File: src/hw/rtl/vzc_pkg.sv
// vzc_pkg: shared widths, request and result codes for the varint/zigzag codec.
// No dependencies; used by varint_zigzag_codec_unit.
package vzc_pkg;

  localparam int unsigned ValW   = 64;
  localparam int unsigned ByteW  = 8;
  localparam int unsigned GrpW   = 7;
  localparam int unsigned PosW   = 4;
  localparam int unsigned CmdW   = 2;
  localparam int unsigned KindW  = 2;
  localparam int unsigned MaxPos = 10;
  localparam int unsigned FullGrp = 9;   // groups that fit whole below bit 63

  localparam int unsigned InDataW  = 72;
  localparam int unsigned OutDataW = 72;

  localparam logic [CmdW-1:0] CMD_ENC_U = 2'd0;
  localparam logic [CmdW-1:0] CMD_ENC_S = 2'd1;
  localparam logic [CmdW-1:0] CMD_DEC_U = 2'd2;
  localparam logic [CmdW-1:0] CMD_DEC_S = 2'd3;

  localparam logic [KindW-1:0] KIND_BYTE    = 2'd0;
  localparam logic [KindW-1:0] KIND_VALUE   = 2'd1;
  localparam logic [KindW-1:0] KIND_INVALID = 2'd2;
  localparam logic [KindW-1:0] KIND_BOUNDS  = 2'd3;

  localparam logic [ValW-1:0] HIGH_BITS = 64'he000_0000_0000_0000;

endpackage

File: src/hw/rtl/varint_zigzag_codec_unit.sv
// varint_zigzag_codec_unit: LEB128 varint encoder/decoder with optional zigzag.
// Depends on vzc_pkg. Single shared 7-bit shift/emit unit under a small sequencer.
// Results are registered; a request's first output is loaded when the request is taken.
// Throughput: decode takes one byte per cycle, and encode emits one output byte per cycle,
// while the output is not stalled; an N-byte encode (N = 1..10) holds the input until done.
// Output stalls stall the sequencer. Reset (sync, rst_n low) clears decode state and output.
module varint_zigzag_codec_unit (
  input  logic                              clk,
  input  logic                              rst_n,
  input  logic                              in_tvalid,
  output logic                              in_tready,
  input  logic [vzc_pkg::InDataW-1:0]       in_tdata,   // value_in[63:0], byte_in[71:64]
  input  logic [vzc_pkg::CmdW-1:0]          in_tuser,   // command[1:0]
  input  logic                              in_tlast,   // final_byte
  output logic                              out_tvalid,
  input  logic                              out_tready,
  output logic [vzc_pkg::OutDataW-1:0]      out_tdata,  // byte_out[7:0], value_out[71:8]
  output logic [vzc_pkg::KindW-1:0]         out_tuser,  // kind[1:0]
  output logic                              out_tlast   // last
);

  typedef enum logic {S_IDLE, S_ENC} state_t;

  state_t                        state_r, state_nxt;
  logic [vzc_pkg::ValW-1:0]      rem_r, rem_nxt;
  logic [vzc_pkg::ValW-1:0]      acc_r, acc_nxt;
  logic [vzc_pkg::PosW-1:0]      pos_r, pos_nxt;
  logic                          ov_r, ov_nxt;
  logic [vzc_pkg::KindW-1:0]     okind_r, okind_nxt;
  logic [vzc_pkg::ByteW-1:0]     obyte_r, obyte_nxt;
  logic [vzc_pkg::ValW-1:0]      oval_r, oval_nxt;
  logic                          olast_r, olast_nxt;

  logic                          out_free, in_req;
  logic [vzc_pkg::ValW-1:0]      value_in, zz_enc, enc_src, acc_ins, dec_val;
  logic [vzc_pkg::ByteW-1:0]     byte_in;
  logic [vzc_pkg::GrpW-1:0]      payload;
  logic [vzc_pkg::CmdW-1:0]      cmd;
  logic                          is_enc;

  assign value_in = in_tdata[vzc_pkg::ValW-1:0];
  assign byte_in  = in_tdata[vzc_pkg::InDataW-1:vzc_pkg::ValW];
  assign cmd      = in_tuser;
  assign payload  = byte_in[vzc_pkg::GrpW-1:0];
  assign is_enc   = (cmd == vzc_pkg::CMD_ENC_U) || (cmd == vzc_pkg::CMD_ENC_S);

  assign out_free  = !ov_r || out_tready;
  assign in_tready = (state_r == S_IDLE) && out_free;
  assign in_req    = in_tvalid && in_tready;

  assign zz_enc  = {value_in[vzc_pkg::ValW-2:0], 1'b0} ^ {vzc_pkg::ValW{value_in[vzc_pkg::ValW-1]}};
  assign enc_src = (state_r == S_ENC) ? rem_r :
                   ((cmd == vzc_pkg::CMD_ENC_S) ? zz_enc : value_in);

  // insert the 7 payload bits at the current group; the tenth group keeps only bit 63
  always_comb begin
    acc_ins = acc_r;
    for (int k = 0; k < vzc_pkg::FullGrp; k++) begin
      if (pos_r == vzc_pkg::PosW'(k)) begin
        acc_ins[k*vzc_pkg::GrpW +: vzc_pkg::GrpW] =
          acc_r[k*vzc_pkg::GrpW +: vzc_pkg::GrpW] | payload;
      end
    end
    if (pos_r == vzc_pkg::PosW'(vzc_pkg::FullGrp)) begin
      acc_ins[vzc_pkg::ValW-1] = acc_r[vzc_pkg::ValW-1] | payload[0];
    end
  end

  assign dec_val = (cmd == vzc_pkg::CMD_DEC_S) ?
                   ({1'b0, acc_ins[vzc_pkg::ValW-1:1]} ^ {vzc_pkg::ValW{acc_ins[0]}}) : acc_ins;

  always_comb begin
    state_nxt = state_r;
    rem_nxt   = rem_r;
    acc_nxt   = acc_r;
    pos_nxt   = pos_r;
    ov_nxt    = ov_r && !out_tready;
    okind_nxt = okind_r;
    obyte_nxt = obyte_r;
    oval_nxt  = oval_r;
    olast_nxt = olast_r;
    if ((state_r == S_ENC && out_free) || (in_req && is_enc)) begin
      // shared emit unit: low group out, remainder shifted by one group
      ov_nxt    = 1'b1;
      okind_nxt = vzc_pkg::KIND_BYTE;
      oval_nxt  = '0;
      rem_nxt   = enc_src >> vzc_pkg::GrpW;
      if (enc_src[vzc_pkg::ValW-1:vzc_pkg::GrpW] != '0) begin
        obyte_nxt = {1'b1, enc_src[vzc_pkg::GrpW-1:0]};
        olast_nxt = 1'b0;
        state_nxt = S_ENC;
      end else begin
        obyte_nxt = {1'b0, enc_src[vzc_pkg::GrpW-1:0]};
        olast_nxt = 1'b1;
        state_nxt = S_IDLE;
      end
    end else if (in_req) begin
      obyte_nxt = '0;
      oval_nxt  = '0;
      olast_nxt = 1'b1;
      acc_nxt   = '0;
      pos_nxt   = '0;
      ov_nxt    = 1'b1;
      priority if (pos_r >= vzc_pkg::PosW'(vzc_pkg::MaxPos)) begin
        okind_nxt = vzc_pkg::KIND_INVALID;
      end else if (!byte_in[vzc_pkg::ByteW-1]) begin
        okind_nxt = vzc_pkg::KIND_VALUE;
        oval_nxt  = dec_val;
      end else if ((acc_ins & vzc_pkg::HIGH_BITS) != '0) begin
        okind_nxt = vzc_pkg::KIND_INVALID;
      end else if (in_tlast) begin
        okind_nxt = vzc_pkg::KIND_BOUNDS;
      end else begin
        ov_nxt  = 1'b0;
        acc_nxt = acc_ins;
        pos_nxt = pos_r + 1'b1;
      end
    end
  end

  always_ff @(posedge clk) begin
    if (!rst_n) begin
      state_r <= S_IDLE;
      acc_r   <= '0;
      pos_r   <= '0;
      ov_r    <= 1'b0;
    end else begin
      state_r <= state_nxt;
      acc_r   <= acc_nxt;
      pos_r   <= pos_nxt;
      ov_r    <= ov_nxt;
    end
    rem_r   <= rem_nxt;
    okind_r <= okind_nxt;
    obyte_r <= obyte_nxt;
    oval_r  <= oval_nxt;
    olast_r <= olast_nxt;
  end

  assign out_tvalid = ov_r;
  assign out_tdata  = {oval_r, obyte_r};
  assign out_tuser  = okind_r;
  assign out_tlast  = olast_r;

  a_no_req_enc: assert property (@(posedge clk) disable iff (!rst_n)
    (state_r == S_ENC) |-> !in_tready) else $error("request taken during encode");
  a_rem_live: assert property (@(posedge clk) disable iff (!rst_n)
    (state_r == S_ENC) |-> (rem_r != '0)) else $error("encode running with empty remainder");
  a_pos_range: assert property (@(posedge clk) disable iff (!rst_n)
    pos_r <= vzc_pkg::PosW'(vzc_pkg::MaxPos)) else $error("byte position past limit");
  a_dec_last: assert property (@(posedge clk) disable iff (!rst_n)
    (ov_r && okind_r != vzc_pkg::KIND_BYTE) |-> (olast_r && obyte_r == '0))
    else $error("decode result malformed");
  a_enc_cont: assert property (@(posedge clk) disable iff (!rst_n)
    (ov_r && okind_r == vzc_pkg::KIND_BYTE) |-> (obyte_r[vzc_pkg::ByteW-1] == !olast_r))
    else $error("continuation bit disagrees with last");

endmodule

File: config.mk
export PLATFORM = sky130hd
export DESIGN_NAME = varint_zigzag_codec_unit
export DESIGN_NICKNAME = d
export VERILOG_FILES = /design/src/hw/rtl/vzc_pkg.sv /design/src/hw/rtl/varint_zigzag_codec_unit.sv
export SDC_FILE = /design/constraint.sdc
export NUM_CORES = 1
export LEC_CHECK = 0
export BUFFER_PORTS_ARGS = -buffer_cell sky130_fd_sc_hd__buf_2
export CAP_MARGIN = 20
export CELL_PAD_IN_SITES_DETAIL_PLACEMENT = 0
export CELL_PAD_IN_SITES_GLOBAL_PLACEMENT = 1
export CORE_AREA = 2 2 162 164
export DETAILED_ROUTE_END_ITERATION = 6
export DIE_AREA = 0 0 164 166
export GPL_TIMING_DRIVEN = 0
export MAX_ROUTING_LAYER = met4
export PLACE_DENSITY = 0.88
export SLEW_MARGIN = 20
export SYNTH_ARGS = -nofsm -noshare
export SYNTH_HDL_FRONTEND = slang
export SYNTH_SLANG_ARGS = --single-unit
File: constraint.sdc
create_clock -name clk -period 4.8 [get_ports clk]
set_input_delay 0.24 -clock clk [delete_from_list [all_inputs] [get_ports clk]]
set_output_delay 0.24 -clock clk [all_outputs]
set_load 0.02 [all_outputs]
Word-level counts from Yosys, hierarchy flattened
Index checks and enable logic that the tools add are counted.
{"block": "classes", "n_reduce_logical": 17, "n_mux": 40, "n_eq_ne": 12, "n_bitwise": 14, "n_addsub": 1, "magnitude_cmp": 1}
{"cell": "two-way mux 64 bit", "count": 9}
{"cell": "nonzero test 64 bit", "count": 1}
{"cell": "bitwise XOR 63 x 64 -> 64 bit", "count": 1}
{"cell": "bitwise XOR 64 bit", "count": 1}
{"cell": "two-way mux 7 bit", "count": 9}
{"cell": "bitwise OR 7 bit", "count": 9}
{"cell": "nonzero test 57 bit", "count": 1}
{"cell": "two-way mux 8 bit", "count": 3}
{"cell": "equality test 4 x 3 -> 1 bit (second input constant)", "count": 4}
{"cell": "two-way mux 4 bit", "count": 4}
{"cell": "two-way mux 1 bit", "count": 11}
{"cell": "equality test 4 x 2 -> 1 bit (second input constant)", "count": 2}
{"cell": "equality test 4 bit (second input constant)", "count": 2}
{"cell": "two-way mux 2 bit", "count": 4}
{"cell": "logical AND 1 bit", "count": 5}
{"cell": "adder 4 x 1 -> 4 bit (second input constant)", "count": 1}
{"cell": "equality test 4 x 1 -> 1 bit (second input constant)", "count": 1}
{"cell": ">= comparator 4 bit (second input constant)", "count": 1}
{"cell": "zero test 4 bit", "count": 1}
{"cell": "!= test 4 x 1 -> 1 bit (second input constant)", "count": 1}
{"cell": "AND reduction 2 bit", "count": 2}
{"cell": "logical OR 1 bit", "count": 3}
{"cell": "equality test 2 x 1 -> 1 bit (second input constant)", "count": 1}
{"cell": "equality test 2 bit (second input constant)", "count": 1}
{"cell": "5 further kinds", "count": 7}
{"block": "word_totals", "output_inout_bits": 77, "inputBits": 79, "regBits": 202}

Logic depth before layout (Yosys ltp)
Gate-level depths: netlist of run 1.
{"block": "depth", "depth_word": 8, "ltp_mapped": 10, "mapped_depth_nobuf": 8}

Worst setup path before layout of run 1
No wires, ideal clock.
{"block": "synth_path", "kind": "register to register", "startpoint": "reg state_r", "endpoint": "reg rem_r[0] in the netlist's numbering, enable pin", "path_stages_with_launch": 8, "n_path_buf": 5, "required_time_ns": 4.356, "setup_ns": 0.444, "path_slack_ns": 1.263, "arrival_ns": 3.093, "cell_sequence": "dfxtp_1 buf_2 buf_2 buf_2 o21bai_1 inv_1 clkbuf_1 clkbuf_1"}
{"block": "synth_via", "elab_chain_len": 5, "elab_cells_between_ends": 6, "cone_classes": "1 x bitwise; 5 x reduce/logical"}
{"element": "start: declaration", "line_no": "varint_zigzag_codec_unit.sv:24", "text": "state_t state_r, state_nxt;"}
{"element": "start signal: assignment", "line_no": "varint_zigzag_codec_unit.sv:128", "text": "state_r <= state_nxt;"}
{"element": "inverter 1 bit", "line_no": "varint_zigzag_codec_unit.sv:48", "text": "assign in_tready = (state_r == S_IDLE) && out_free;"}
{"element": "logical AND 1 bit", "line_no": "varint_zigzag_codec_unit.sv:48"}
{"element": "logical AND 1 bit", "line_no": "varint_zigzag_codec_unit.sv:49", "text": "assign in_req = in_tvalid && in_tready;"}
{"element": "logical AND 1 bit", "line_no": "varint_zigzag_codec_unit.sv:82", "text": "if ((state_r == S_ENC && out_free) || (in_req && is_enc)) begin"}
{"element": "logical OR 1 bit (*)", "line_no": "varint_zigzag_codec_unit.sv:82"}
{"element": "end signal: assignment", "line_no": "varint_zigzag_codec_unit.sv:133", "text": "rem_r <= rem_nxt;"}
{"element": "end: declaration", "line_no": "varint_zigzag_codec_unit.sv:25", "text": "logic [vzc_pkg::ValW-1:0] rem_r, rem_nxt;"}
Mark *: on every way between the ends. The rest lies on a longest branch, timed or not.
A chain may end at the register's enable or synchronous reset.

Worst setup path after layout of run 1
{"block": "layout_path", "startpoint": "reg state_r", "endpoint": "reg rem_r[26] in the netlist's numbering, enable pin"}
Same word-level chain as after synthesis.

==> results.md, run 1 <==
- Top-count cell post-synth: a21oi_1
- Hold-fix buffers, CTS: 0
- Syn nets: 1393
- Post-CTS sizing: 0
- CP Launch Type: register
- Synthesis Warnings: 0
- Final #Nets: 1569
- Crit path buf inv count: 7
- RSZ-0062 raised after global routing: false
- Syn_area_per_cell: 8.243 um^2
- Status: finished clean
- Total die area: 27220 um^2
- 1st-pass router iterations: 5
- Overall Global Routing Usage: around 27%
- Vias: 10490
- Final Non-Filler Cells: 1838
- Crit path top cell by count: buf_2
- Hold path cells: 2
- Clk_skew: 11.01 ps
- Root buf cell: clkbuf_16
- Crit path to: rem_r[26]$_DFFE_PP_
- Share of cells above drive strength 1: 15.83%
- Largest cells by area after synthesis: dfxtp_1 (25%), edfxtp_1 (18%), a21oi_1 (10%)
- Slowest CP cell: clkbuf_1
- Leakage: approximately 5 nW
- Sequential share of the synthesized area: 43.57%
- Largest area contributor in the netlist: dfxtp_1
- Vias in the first global route: 9612
- Drt drc: 0
- Crit path from: state_r$_SDFFE_PN0P_
- Post-Synthesis Cell Area: about 11000 um^2
- Cell count along the critical path: 8
- Type of the worst setup path: register to register
- CTS sink count: 202
- Final period utilization: 69.21%
- Worst r2r path cells: 8
- CP Capture Type: register
- Worst r2r dst: rem_r[26]$_DFFE_PP_
- Initial antenna violation count: 0
- 1st-iter DRT viols: slightly above 900
- Final hold violation count: 0
- H-tree depth: 1
- Number of port buffers: ~150
- Total CTS buffers: 24
- Asr flop ratio synth: 0%
- Worst-margin pin slew: 869.4 ps
- GPL Wtd Cong: 0.9908
- CTS clk-pin slew, worst paths: ~60 ps
- Drt wl/cell: 20.28 um
- Fill count: approximately 2500
- Critical Path, Cell by Cell: buf_2, buf_2, buf_2, o21bai_1, inv_1, clkbuf_1, clkbuf_4, buf_16
- R2R Setup Slk: 1480 ps
- Fin crit period: around 3300 ps
- First-pass GRT wire length: 55810 um
- Chip height: 166 um
- Placed Cells: 1795
- Final HPWL DP: 26790 um
- Worst hold path class: primary input to register
- Chip width: 164 um
- Clock insertion delay at the later pin of the skew report: 530 ps
- Peak Freq: 301.0 MHz
- Synth cell types: 64
- Crit path max-delay family: buffers and inverters
- Largest net degree at the start of global routing: 50
- Ys flop type: dfxtp_1
- Vias/cell: 5.707
- Rel. slew slack: between 40% and 50%
- GRT Residual Overflow: 0
- Maximum vdd drop: 0.2521 mV
- Initial Util: 42.15%
- Critical register-to-register path startpoint: state_r$_SDFFE_PN0P_
- Crit path DAT: 3530 ps
- Slew Limit Fails: 0
- Antenna Violating Nets Remaining: 0
- Number of max-cap violations: 0
- Synthesized flop and latch total: 202
- Min-delay src: rst_n
- Req. time, crit path: 5010 ps
- Row Count: 59
- Core box area: 25620 um^2
- Cell count after synthesis: 1310
- CTS tree: yes
- Crit Path Max Fanout: 49
- PD cells: 354.2 nW/um^2
- Antenna diodes: 0
- Synth top cells by count: a21oi_1 (218), nand2_1 (193), nor2_1 (163), dfxtp_1 (136), xnor2_1 (74)
- Setup violators final: 0
- Area added between synthesis and finish: 18.39%
- CP peak stage delay: 590 ps
- WL final: 37280 um
- CTS Buffer Depth: 3
- Number of enable flip-flop cells after synthesis: 66
- Hold_ws: 60.38 ps
- I/O pin cnt: about 160
- Post-synth top area share: approximately a quarter
- Postcts setup bufs: 0
[cells in the final DEF, fill, tap and decap left out, drive strengths merged, types with 3 or more instances in the layout]
cell / n
edfxtp: 66
and3b: 4
or3: 9
nand2b: 3
mux2i: 11
a21oi: 218
o22ai: 3
nor2b: 5
o21ai: 57
o221ai: 3
a31oi: 3
clkbuf: 94
or4: 9
o211ai: 42
nor4b: 5
ha: 4
clkinv: 6
nor4: 10
and2: 3
xnor2: 74
inv: 7
xor2: 53
and3: 13
nor2: 163
a211oi: 13
buf: 210
dfxtp: 136
nand2: 194
nand4: 11
nor3: 12
nand3: 10
a32oi: 21
nor3b: 5
a21boi: 3
[cell families (layout without fill, tap and decap cells)]
family                   after synthesis  after routing  share of synthesized area, %
AND/OR/NAND/NOR                      457            457                         18.66
flip-flops                           202            202                         43.57
adder cells (fa/ha/maj)                4              4                        0.4635
AO/OA/AOI/OAI                        384            384                         20.92
multiplexers                          11             11                         1.020
XOR/XNOR                             127            127                         10.30
buffers and inverters                125            318                         5.075
[registers in the layout, indices dropped and copies added (netlist names)]
name / cells
acc_r: 64
obyte_r: 8
out_tlast: 1
out_tuser: 2
out_tvalid: 1
oval_r: 64
pos_r: 4
rem_r: 57
state_r: 1
[worst min path at each step]
stage                     slack [ps]                      end
after CTS                         40    out_tvalid$_SDFF_PN0_
after global routing              50    out_tvalid$_SDFF_PN0_
after detailed placement         440  oval_r[23]$_SDFFE_PP0P_
final                             60    out_tvalid$_SDFF_PN0_
after global placement           440  oval_r[41]$_SDFFE_PP0P_
after floorplan                  370    out_tvalid$_SDFF_PN0_
[power breakdown]
group | switching, mW | internal (mW)
Clock | 0.762 | 1.06
Sequential | 0.0589 | 1.89
Combinational | 0.516 | 0.243
[per-layer routing]
layer	wire length, um	part of all wire [%]	GRT usage, %	vias to the layer above
met5	0	0	-	-
met4	990	2.7	6.865	0
met3	3165	8.5	3.696	75
met2	17160	46	42.62	516
met1	15960	43	37.08	4959
li1	-	-	-	4940
[stage by stage]
| step | setup TNS (ps) | util, % | setup WS [ps] | total power, mW | instance area [um^2] |
|---|---|---|---|---|---|
| final | 0 | 49.90 | 1478 | 4.528 | 12780 |
| after global placement | -39550 | 46.70 | -618.0 | 2.716 | 11960 |
| after global routing | 0 | 49.90 | 1359 | 4.672 | 12780 |
| after detailed placement | 0 | 46.82 | 1554 | 2.724 | 11990 |
| after floorplan | 0 | - | 1263 | 2.430 | 10800 |
| after CTS | 0 | 49.90 | 1505 | 4.533 | 12780 |
[area by class of cell]
| class | instances | area [um^2] | area share [%] |
|---|---|---|---|
| clock inverters | 9 | 101.3 | 0.7928 |
| inverters | 5 | 18.77 | 0.1468 |
| well taps | 335 | 419.2 | 3.279 |
| multi-input cells | 983 | 5545 | 43.38 |
| repair buffers | 150 | 773.2 | 6.049 |
| clock buffers | 34 | 688.2 | 5.383 |
| flip-flops and latches | 202 | 4705 | 36.80 |
| plain buffers | 120 | 533.0 | 4.170 |
Note: power is estimated with default switching activity, not from simulation.
==> inputs of run 2 (changes only) <==
--- a/config.mk
+++ b/config.mk
@@ -9,12 +9,12 @@
 export CAP_MARGIN = 20
 export CELL_PAD_IN_SITES_DETAIL_PLACEMENT = 0
 export CELL_PAD_IN_SITES_GLOBAL_PLACEMENT = 1
-export CORE_AREA = 2 2 162 164
+export CORE_AREA = 2 2 170 172
 export DETAILED_ROUTE_END_ITERATION = 6
-export DIE_AREA = 0 0 164 166
+export DIE_AREA = 0 0 172 174
 export GPL_TIMING_DRIVEN = 0
 export MAX_ROUTING_LAYER = met4
-export PLACE_DENSITY = 0.88
+export PLACE_DENSITY = 0.85
 export SLEW_MARGIN = 20
 export SYNTH_ARGS = -nofsm -noshare
 export SYNTH_HDL_FRONTEND = slang
==> constraint.sdc (replaced) <==
create_clock -name clk -period 2.8 [get_ports clk]
set_input_delay 0.14 -clock clk [delete_from_list [all_inputs] [get_ports clk]]
set_output_delay 0.14 -clock clk [all_outputs]
set_load 0.02 [all_outputs]
==> results.md, run 2 (synthesis results as in run 1) <==
- Area added between synthesis and finish: 19.65%
- Post-layout power: 7.852 mW
- Share of cells above drive strength 1: between 10% and 20%
- Root buf cell: clkbuf_16
- Biggest regs: acc_r x64, oval_r x64, rem_r x57
- Critical register-to-register path startpoint: out_tvalid$_SDFF_PN0_
- Peak Freq: roughly 370 MHz
- Vias: approximately 10000
- Final period utilization: 95.41%
- Req. time, crit path: ~3300 ps
- Number of max-cap violations: 0
- Crit path buf inv count: 2
- Worst hold path class: primary input to register
- First-pass GRT wire length: 55630 um
- Initial antenna violation count: 0
- Rel. slew slack: 36.71%
- Final hold violation count: 0
- Hold EP: out_tuser[0]$_SDFFE_PP0P_
- Vias in the first global route: 9524
- H-tree depth: 1
- Crit path DAT: 3140 ps
- CTS clk-pin slew, worst paths: 60 ps
- Worst r2r dst: oval_r[57]$_SDFFE_PP0P_
- Antenna diodes: 0
- Fin crit period: 2671 ps
- I/O pin cnt: 156
- CP Launch Type: register
- Worst r2r path cells: 7
- Clock insertion delay at the later pin of the skew report: 540 ps
- Total die area: between 20000 and 30000 um^2
- Number of port buffers: roughly 150
- Vias/cell: around 5.6
- Chip width: 172 um
- CTS Buffer Depth: 3
- PD cells: approximately 600 nW/um^2
- Chip height: 174 um
- RSZ-0062 raised after global routing: true
- Postcts setup bufs: 0
- Worst-margin pin slew: between 900 and 1000 ps
- Min-delay src: in_tdata[69]
- CP peak stage delay: 560 ps
- Drt drc: 0
- Critical Path, Cell by Cell: nor2b_1, nor2_1, nand2_1, clkbuf_1, clkbuf_1, a32oi_1, nor2_1
- Commonest non-fill, non-tap cell in the layout: a21oi_1
- Antenna Violating Nets Remaining: 0
- Final #Nets: 1571
- R2R Setup Slk: 130 ps
- Setup violators final: 0
- 1st-iter DRT viols: 949
- Most frequent cells in the layout: a21oi_1 (218), nand2_1 (193), buf_2 (182)
- Row Count: 62
- CTS sink count: ~200
- WL final: 36690 um
- Total CTS buffers: 25
- Final HPWL DP: 26360 um
- Type of the worst setup path: register to register
- Drt wl/cell: 19.42 um
- CTS tree: yes
- 1st-pass router iterations: 5
- Status: finished clean
- Maximum vdd drop: just under 0.4 mV
- Core box area: between 20000 and 30000 um^2
- Overall Global Routing Usage: ~25%
- Crit path max-delay family: buffers and inverters
- Leakage: between 4 and 5 nW
- Largest net degree at the start of global routing: 50
- Hold path cells: 4
- Slew Limit Fails: 0
- GPL Wtd Cong: 1.010
- CP Capture Type: register
- Fill count: 2890
- Post-Route Utilization: between 40% and 50%
- Slowest CP cell: clkbuf_1
- GRT Residual Overflow: 0
- Initial Util: 38.24%
- Crit Path Max Fanout: 10
- Clk_skew: roughly 13 ps
[run 2: metal layers]
metal / vias to the layer above / GRT usage, % / part of all wire (%)
li1: 4943 / - / -
met1: 4917 / 34.50 / 43
met2: 555 / 37.10 / 44
met3: 80 / 3.256 / 9.3
met4: 0 / 7.913 / 3.1
met5: - / - / 0
[run 2: worst max path at each step]
stage                                startpoint                       end  slack, ps  cells after the start
after floorplan            state_r$_SDFFE_PN0P_        rem_r[0]$_DFFE_PP_        190                      7
after global placement     state_r$_SDFFE_PN0P_       rem_r[51]$_DFFE_PP_      -1160                      7
after detailed placement   state_r$_SDFFE_PN0P_       rem_r[50]$_DFFE_PP_       -540                      8
after CTS                  state_r$_SDFFE_PN0P_  obyte_r[7]$_SDFFCE_PN0P_         80                      8
after global routing      out_tvalid$_SDFF_PN0_   oval_r[22]$_SDFFE_PP0P_        -60                      7
final                     out_tvalid$_SDFF_PN0_   oval_r[57]$_SDFFE_PP0P_        130                      7
[run 2: stage by stage]
stage / setup WS (ps) / TNS [ps] / hold WS, ps / area [um^2] / cells
after CTS: 78.48 / 0 / 16.18 / 12900 / 1889
final: 128.6 / 0 / 31.85 / 12920 / 1889
after global placement: -1155 / -76420 / 441.0 / 12030 / 1843
after detailed placement: -543.8 / -31400 / 445.3 / 12060 / 1844
after global routing: -56.96 / -253.7 / 38.69 / 12920 / 1889
after floorplan: 185.6 / 0 / 267.9 / 10800 / 1310
[run 2: cell type report]
class	count	area [um^2]	share of cell area, %
tap	384	480.5	3.719
buffer	119	529.3	4.096
timing repair buffer	152	793.3	6.140
clock buffer	35	725.7	5.617
inverter	5	18.77	0.1453
multi-input combinational	983	5582	43.20
sequential	202	4705	36.41
clock inverter	9	86.33	0.6682
[run 2: tightest hold or removal path, stage by stage]
cell	delay, ps
buf_2	120
a221oi_1	100
nand3_1	80
a311oi_1	80
[run 2: report_power, final]
part | switching (mW) | internal, mW | total, mW
sequential | 0.108 | 3.23 | 3.34
clock | 1.31 | 1.91 | 3.22
combinational | 0.871 | 0.421 | 1.29
[run 2: timing repair]
item | CTS | global route
hold buffers | 2 | 0
endpoints found under the hold margin | 7 | 0
resized for setup | 4 | 3
endpoints found under the setup margin | 94 | 49
==> inputs of run 3 (changes only) <==
--- a/config.mk
+++ b/config.mk
@@ -7,7 +7,7 @@
 export LEC_CHECK = 0
 export BUFFER_PORTS_ARGS = -buffer_cell sky130_fd_sc_hd__buf_2
 export CAP_MARGIN = 20
-export CELL_PAD_IN_SITES_DETAIL_PLACEMENT = 0
+export CELL_PAD_IN_SITES_DETAIL_PLACEMENT = 1
 export CELL_PAD_IN_SITES_GLOBAL_PLACEMENT = 1
 export CORE_AREA = 2 2 170 172
 export DETAILED_ROUTE_END_ITERATION = 6
==> results.md, run 3 (synthesis results as in run 1) <==
- Slowest CP cell: buf_1
- 1st-iter DRT viols: 935
- Largest net degree at the start of global routing: 50
- Number of max-cap violations: 0
- Placed Cells: 1844
- Type of the worst setup path: register to register
- Fill count: 3503
- Leakage: around 5.0 nW
- Status: finished clean
- Initial Util: 38.24%
- Total die area: 29930 um^2
- CTS Buffer Depth: 3
- Antenna Violating Nets Remaining: 0
- Slew Limit Fails: 0
- Drt drc: 0
- Drt wl/cell: ~22 um
- Commonest non-fill, non-tap cell in the layout: a21oi_1
- Rel. slew slack: 34.00%
- Final HPWL DP: 29180 um
- Final period utilization: approximately 99%
- Hold_ws: 38.35 ps
- Core box area: ~28000 um^2
- Crit Path Max Fanout: 10
- Fin crit period: approximately 2800 ps
- Vias: 10850
- GRT Residual Overflow: 0
- Antenna diodes: 0
- Vias/cell: 5.735
- Setup violators final: 0
- CTS clk-pin slew, worst paths: 60 ps
- Post-place setup slack: -557.8 ps
- Crit path DAT: 3260 ps
- Row Count: 62
- Crit path top cell by count: buf_2
- Area added between synthesis and finish: 20.08%
- Critical Path, Cell by Cell: buf_2, buf_2, nor3b_1, buf_2, and3_1, buf_1, a21oi_1, nor2_1
- PD cells: 612.5 nW/um^2
- Most frequent cells in the layout: a21oi_1 (218), nand2_1 (193), buf_2 (181)
- Worst-margin pin slew: 989.9 ps
- CTS tree: yes
- Total CTS buffers: 25
- Chip height: 174 um
- Req. time, crit path: 3280 ps
- Initial antenna violation count: 0
- CTS sink count: 202
- CP peak stage delay: between 600 and 700 ps
- Number of port buffers: around 150
- WL final: 40660 um
- Share of cells above drive strength 1: ~17%
- Clock insertion delay at the later pin of the skew report: about 550 ps
- Peak Freq: between 300 and 400 MHz
- Final #Nets: 1573
- Final WS setup: 18.02 ps
- Chip width: 172 um
- Final Non-Filler Cells: about 1900
- Final hold violation count: 0
- CP Capture Type: register
- H-tree depth: 1
- 1st-pass router iterations: 5
- First-pass GRT wire length: 61280 um
- Maximum vdd drop: 0.4262 mV
- Root buf cell: clkbuf_16
- Biggest regs: acc_r x64, oval_r x64, rem_r x57
- Worst hold path class: primary input to register
- GPL Wtd Cong: between 1 and 1.5
- I/O pin cnt: 156
- Overall Global Routing Usage: 27.19%
- CP Launch Type: register
- Clk_skew: 15.23 ps
- Vias in the first global route: around 11000
-- run 3: path summary, 6_finish.rpt --
check	start	to	slack [ps]	cells after the start
max	state_r$_SDFFE_PN0P_	acc_r[3]$_SDFFE_PN0P_	20	8
min reg2reg	oval_r[50]$_SDFFE_PP0P_	oval_r[50]$_SDFFE_PP0P_	450	2
max reg2reg	state_r$_SDFFE_PN0P_	acc_r[3]$_SDFFE_PN0P_	20	8
min	out_tready	state_r$_SDFFE_PN0P_	40	4
-- run 3: report_power, final --
group	switching, mW	internal, mW	total, mW	leakage [nW]
combinational	0.913	0.428	1.34	2.89
clock	1.35	1.91	3.25	0.400
sequential	0.114	3.23	3.35	1.74
total	2.38	5.57	7.94	5.03
-- run 3: layout make-up --
class	instances	area (um^2)	share of cell area [%]
clock buffers	38	733.2	5.655
flip-flops and latches	202	4705	36.28
well taps	384	480.5	3.705
multi-input cells	983	5598	43.17
plain buffers	119	544.3	4.198
inverters	5	22.52	0.1737
repair buffers	154	808.3	6.234
clock inverters	6	75.07	0.5790
-- run 3: worst max-delay path: cells and delay by family (launching register included) --
family,cells,cell delay (ps)
buffers and inverters,4,1410
AND/OR/NAND/NOR,3,790
flip-flops,1,310
AO/OA/AOI/OAI,1,190
-- run 3: per-stage QoR --
step                power, mW  util (%)  setup TNS, ps  cell area (um^2)
finish                  7.942     45.92              0             12970
global route            8.187     45.92         -21.25             12970
CTS                     7.918     45.68              0             12900
detailed placement      4.696     42.69         -33190             12060
global placement        4.643     42.59         -76420             12030
floorplan               4.163         -              0             10800
-- run 3: what timing repair did --
item | in CTS | in global routing
cloned | 0 | 0
resized for setup | 4 | 17
pin swaps | 0 | 1
buffers inserted | 0 | 2
setup endpoints to repair | 98 | 155
hold endpoints to repair | 7 | 0
hold buffers | 2 | 0
-- run 3: layer usage --
layer	up-vias	wire [um]	GRT usage (%)
met4	0	1445	9.559
met3	112	3255	3.597
met1	5282	16910	35.06
met5	-	0	-
li1	4942	-	-
met2	509	19050	43.76
